<file path="src/fpts_pkg.sv">
// Shared types, constants and helper functions of the fuzzy phrase table search unit.
// Depends on nothing; every other file of the block imports it.
`default_nettype none

package fpts_pkg;

  // Fixed field widths of the request and result channels.
  localparam int CMD_W  = 3;
  localparam int SLOT_W = 10;
  localparam int POS_W  = 3;
  localparam int UNIT_W = 8;
  localparam int KEY_W  = 7;
  localparam int LEN_W  = 4;
  localparam int REF_W  = 32;
  localparam int KCNT_W = 8;
  localparam int CIDX_W = 2;

  // Parameter defaults.
  localparam int DEF_SLOTS     = 1024;
  localparam int DEF_MAX_LEN   = 8;
  localparam int DEF_NUM_UNITS = 128;
  localparam int DEF_MAX_OUT   = 64;

  // Command codes.
  localparam logic [CMD_W-1:0] CMD_UNIT   = 3'd0;
  localparam logic [CMD_W-1:0] CMD_HDR    = 3'd1;
  localparam logic [CMD_W-1:0] CMD_FUZZY  = 3'd2;
  localparam logic [CMD_W-1:0] CMD_QUERY  = 3'd3;
  localparam logic [CMD_W-1:0] CMD_ALL    = 3'd4;
  localparam logic [CMD_W-1:0] CMD_PREFER = 3'd5;

  // Configuration register indexes.
  localparam logic [CIDX_W-1:0] REG_FUZZY_EN  = 2'd0;
  localparam logic [CIDX_W-1:0] REG_KEY_COUNT = 2'd1;
  localparam logic [CIDX_W-1:0] REG_DATA_BASE = 2'd2;

  // Partner value meaning "no partner", also the minor wildcard.
  localparam logic signed [UNIT_W-1:0] NO_PARTNER = -8'sd1;

  typedef struct packed {
    logic signed [UNIT_W-1:0] major;
    logic signed [UNIT_W-1:0] minor;
  } unit_t;

  typedef struct packed {
    logic [CMD_W-1:0]  cmd;
    logic [SLOT_W-1:0] slot;
    logic [POS_W-1:0]  position;
    unit_t             unit;
    logic [KEY_W-1:0]  key;
    logic [LEN_W-1:0]  count;
  } load_t;

  typedef struct packed {
    logic              fuzzy_en;
    logic [KCNT_W-1:0] key_count;
    logic [REF_W-1:0]  data_base;
  } cfg_t;

  typedef struct packed {
    logic [SLOT_W-1:0] slot;
    logic [LEN_W-1:0]  len;
  } hit_t;

  typedef struct packed {
    logic              found;
    logic [REF_W-1:0]  phrase_ref;
    logic [SLOT_W-1:0] hit_slot;
    logic [LEN_W-1:0]  hit_length;
    logic              truncated;
    logic              last;
  } res_t;

  typedef enum logic [3:0] {
    S_IDLE, S_KEY, S_KEYW, S_PINIT, S_PHDR, S_PCHK, S_URD, S_UFZ, S_UCMP,
    S_POFF, S_PLRD, S_PLWR, S_MINIT, S_MRD, S_MPICK, S_MNONE
  } srch_state_t;

  // True when a unit index has an entry in the fuzzy table.
  function automatic logic unit_in_range(input logic signed [UNIT_W-1:0] v,
                                         input int bound);
    return (v >= 8'sd0) && (int'(v) < bound);
  endfunction

endpackage

`default_nettype wire

</file>
<file path="src/fpts_match.sv">
// Shared unit compare: one entry unit against one query unit, with fuzzy partners.
// Depends on fpts_pkg.
`default_nettype none

module fpts_match #(
  parameter int NUM_UNITS = fpts_pkg::DEF_NUM_UNITS
) (
  input  fpts_pkg::unit_t                    ent,
  input  fpts_pkg::unit_t                    qry,
  input  logic signed [fpts_pkg::UNIT_W-1:0] fz_major,
  input  logic signed [fpts_pkg::UNIT_W-1:0] fz_minor,
  input  logic                               fuzzy_en,
  output logic                               hit
);
  import fpts_pkg::*;

  logic major_ok, minor_ok;

  // The major must agree directly or through its partner; a wildcard minor always agrees.
  always_comb begin
    major_ok = (ent.major == qry.major) ||
               (fuzzy_en && unit_in_range(ent.major, NUM_UNITS) && (fz_major == qry.major));
    minor_ok = (qry.minor == NO_PARTNER) || (ent.minor == qry.minor) ||
               (fuzzy_en && unit_in_range(ent.minor, NUM_UNITS) && (fz_minor == qry.minor));
    hit      = major_ok && minor_ok;
  end

endmodule

`default_nettype wire

</file>
<file path="config.mk">
export PLATFORM = sky130hd
export DESIGN_NAME = fpts_match
export DESIGN_NICKNAME = d
export VERILOG_FILES = /design/src/fpts_pkg.sv /design/src/fpts_match.sv
export SDC_FILE = /design/constraint.sdc
export NUM_CORES = 1
export LEC_CHECK = 0
export BUFFER_PORTS_ARGS = -buffer_cell sky130_fd_sc_hd__buf_4
export CAP_MARGIN = 20
export CELL_PAD_IN_SITES_DETAIL_PLACEMENT = 0
export CELL_PAD_IN_SITES_GLOBAL_PLACEMENT = 1
export CORE_MARGIN = 2
export CORE_UTILIZATION = 18
export DETAILED_ROUTE_END_ITERATION = 6
export PLACE_DENSITY_LB_ADDON = 0.1
export SYNTH_ARGS = -nofsm -noshare
export SYNTH_HDL_FRONTEND = slang
export SYNTH_SLANG_ARGS = --single-unit
export TNS_END_PERCENT = 1
</file>
<file path="constraint.sdc">
create_clock -name vclk -period 1
set_clock_uncertainty 0.15 [all_clocks]
set_input_delay 0.2 -clock vclk [all_inputs]
set_output_delay 0.2 -clock vclk [all_outputs]
set_load 0.02 [all_outputs]
</file>
==> impl_results.md <==
* Status: complete, but fails checks
* Failing checks: negative setup slack
* Switching share of total power at 34.7%
* DRT iter0 DRCs at 0
* Vias in the first global route at 568
* Dpl cell area at around 880 um2
* Combinational cell fraction of total power at 100.0%
* Full die area at 0.00256 mm2
* Sequential area share after synthesis at 0%
* CP max stage cell: nor3_2
* Global route overflow at 0
* Crit share post-route at 151%
* Post-synthesis simple-gate area fraction at 24.4%
* Chip width at 50.6 um
* Yosys warns at 0
* Crit-path cells: buf_4 > xnor2_1 > nand4_1 > nor3_2 > buf_4 > a2bb2oi_4 > buf_6
* Placeable Area at 0.00200 mm2
* Max-cap violations at 0
* Fin crit period at about 1500 ps
* Worst setup startpoint: qry[5]
* Total power at 0.378 mW
* Buffers added on ports at 50
* Switching pwr at 0.131 mW
* Syn Nets at 98
* Finished Layout Cells at 134
* Initial Utilization at 19.5%
* # IOs at 50
* Via Count at 562
* FMAX at between 0.6 and 0.7 GHz
* DRC viols at 0
* Seq_cells at 0
* PD cells at approximately 380 mW/mm2
* Worst EP arrival at 1160 ps
* Largest area contributor in the netlist: xnor2_1
* Final Setup Violations at 1
* M3 GR Usage at 0.893%
* Gr usage total at 10.1%
* Netlist cell types at 12
* Drt total wl at approximately 1.3 mm
* Hold Fails Final Rpt at 0
* Crit Path Category: primary input to output pin
* Top cells by instance count after synthesis: xnor2_1 (16), xor2_1 (16), nand4_1 (5)
* Area contributors post-synth: xnor2_1 (36%), xor2_1 (36%), nand4_1 (8.0%), nor4_1 (3.2%), nor4_2 (3.2%)
* LEAKAGE at 0.433 nW
* Fin nets at 158
* Post-synthesis adder-cell area fraction at 0%
* Placed Instances at around 130
* Required time of the worst setup path at 650 ps
* Final setup margin at -510 ps
* CP Launch Type: primary input
* Critical Path Sink Type: output pin
* Clock Power Share at 0%
* Area grow syn2layout at 156%
* Met1 Usage GRT at about 11%
* Largest net degree at the start of global routing at 4
* Post-Syn Instances at 49
* Core Util, Final at 49.9%
* Compound-Gate Fraction of Synth Area at under 10%
* DR vias/cell at 4.19
* Slowest stage delay, CP at 160 ps
* Number of hold buffers added after CTS at 0
* Mean cell area of the mapped netlist at 7.97 um2
* Layout cells sized above 1 at between 60% and 70%
* Row Count at 16
* XOR/XNOR share of the synthesized area at a little under three quarters
* Share of the synthesized area in the top cell type at around 36%
* Ant diodes at 0
* Unrepaired setup endpoints after global routing: true
* Hold WC Path Type: primary input to output pin
* Peak supply drop at 0.000188 V
* Seq. cell area at 0 um2
* GR Util met2 at a little over a fifth
* Final Instance Area at ~1000 um2
* Die Height at 50.6 um
* Post-synthesis mux area share at 0%
* Router iterations before antenna repair at 1
* Initial antenna violation count at 0
* Post-synthesis cell area at 390 um2
* Postcts setup bufs at 0
* Sequential power share at 0%
* DPL Wire Length at 1.16 mm
* Largest family of logic cells by synthesized area: XOR/XNOR gates
* CP dominant cell by count: buf_4
* GP Congestion at 0.707
* Crit path to: hit
* Antenna-violating nets left at 0
* Clk_buf instances at 0
* Slew @ Worst Pin at roughly 220 ps
* Global-route wire length before repair at between 2 and 2.5 mm
* Critical path peak fanout at 3
* Internal Power at 0.247 mW
* Fin. max-slew vios at 0
* GR peak layer: met2
* Max transition margin at 85.5%
* WL/cell at about 9.5 um
## logic make-up after synthesis
family	Yosys count
AOI/OAI and AO/OA	2
xor gates and xnor gates	32
and+or+nand+nor	15
## worst max-delay path, delay by kind of cell
kind	cells	cell delay (ps)
buf+inv	3	390
simple gates	2	290
xor+xnor	1	150
compound gates	1	130
## layer usage
metal	part of all wire (%)	up-vias
li1	-	285
met1	32	248
met2	58	29
met3	10	0
met4	0	0
met5	0	-
## layout by cell type, fill, tap and decap left out
cell type and n:
nor3b_1 1, buf_4 48, nand3_1 2, xnor2_1 13, nor4_2 3, nand2_1 1, xor2_1 11, nand4_1 5
a2bb2oi_4 1, nand3b_1 1, xor2_2 5, nor3_2 1, o22ai_2 1, nor3_1 1, buf_6 10, xnor2_2 3
## worst min path at each step
stage          endpoint  slack [ps]  cells past startpoint  startpoint
2_1_floorplan       hit         450                      3     ent[15]
3_3_place_gp        hit         770                      6     ent[15]
3_5_place_dp        hit         780                      6     ent[15]
4_1_cts             hit         770                      6     ent[15]
5_1_grt             hit         810                      6     ent[15]
6_report            hit         760                      6     ent[15]
## metrics by stage
step,setup WS (ps),setup TNS (ps),hold WS [ps]
2_1_floorplan,-291,-291,454
3_3_place_gp,-574,-574,773
3_5_place_dp,-594,-594,779
4_1_cts,-561,-561,768
5_1_grt,-574,-574,806
6_report,-510,-510,763
## cell type report
cell class         instances  area, um2
well taps                 27       33.8
fillers                  204       1000
multi-input cells         49        492
repair buffers            58        473
## timing repair
| item | in CTS | in global routing |
|---|---|---|
| resized for setup | 3 | 19 |
| pin swaps | 4 | 13 |
| endpoints found under the setup margin | 1 | 1 |
| gates cloned | 0 | 0 |
## power groups by stage
stage	Combinational, mW	Clock, mW	Sequential, mW
CTS	0.338	0	0
detailed placement	0.334	0	0
global placement	0.333	0	0
global route	0.411	0	0
finish	0.378	0	0
floorplan	0.117	0	0
No activity file was read; power rests on OpenSTA's default activity.
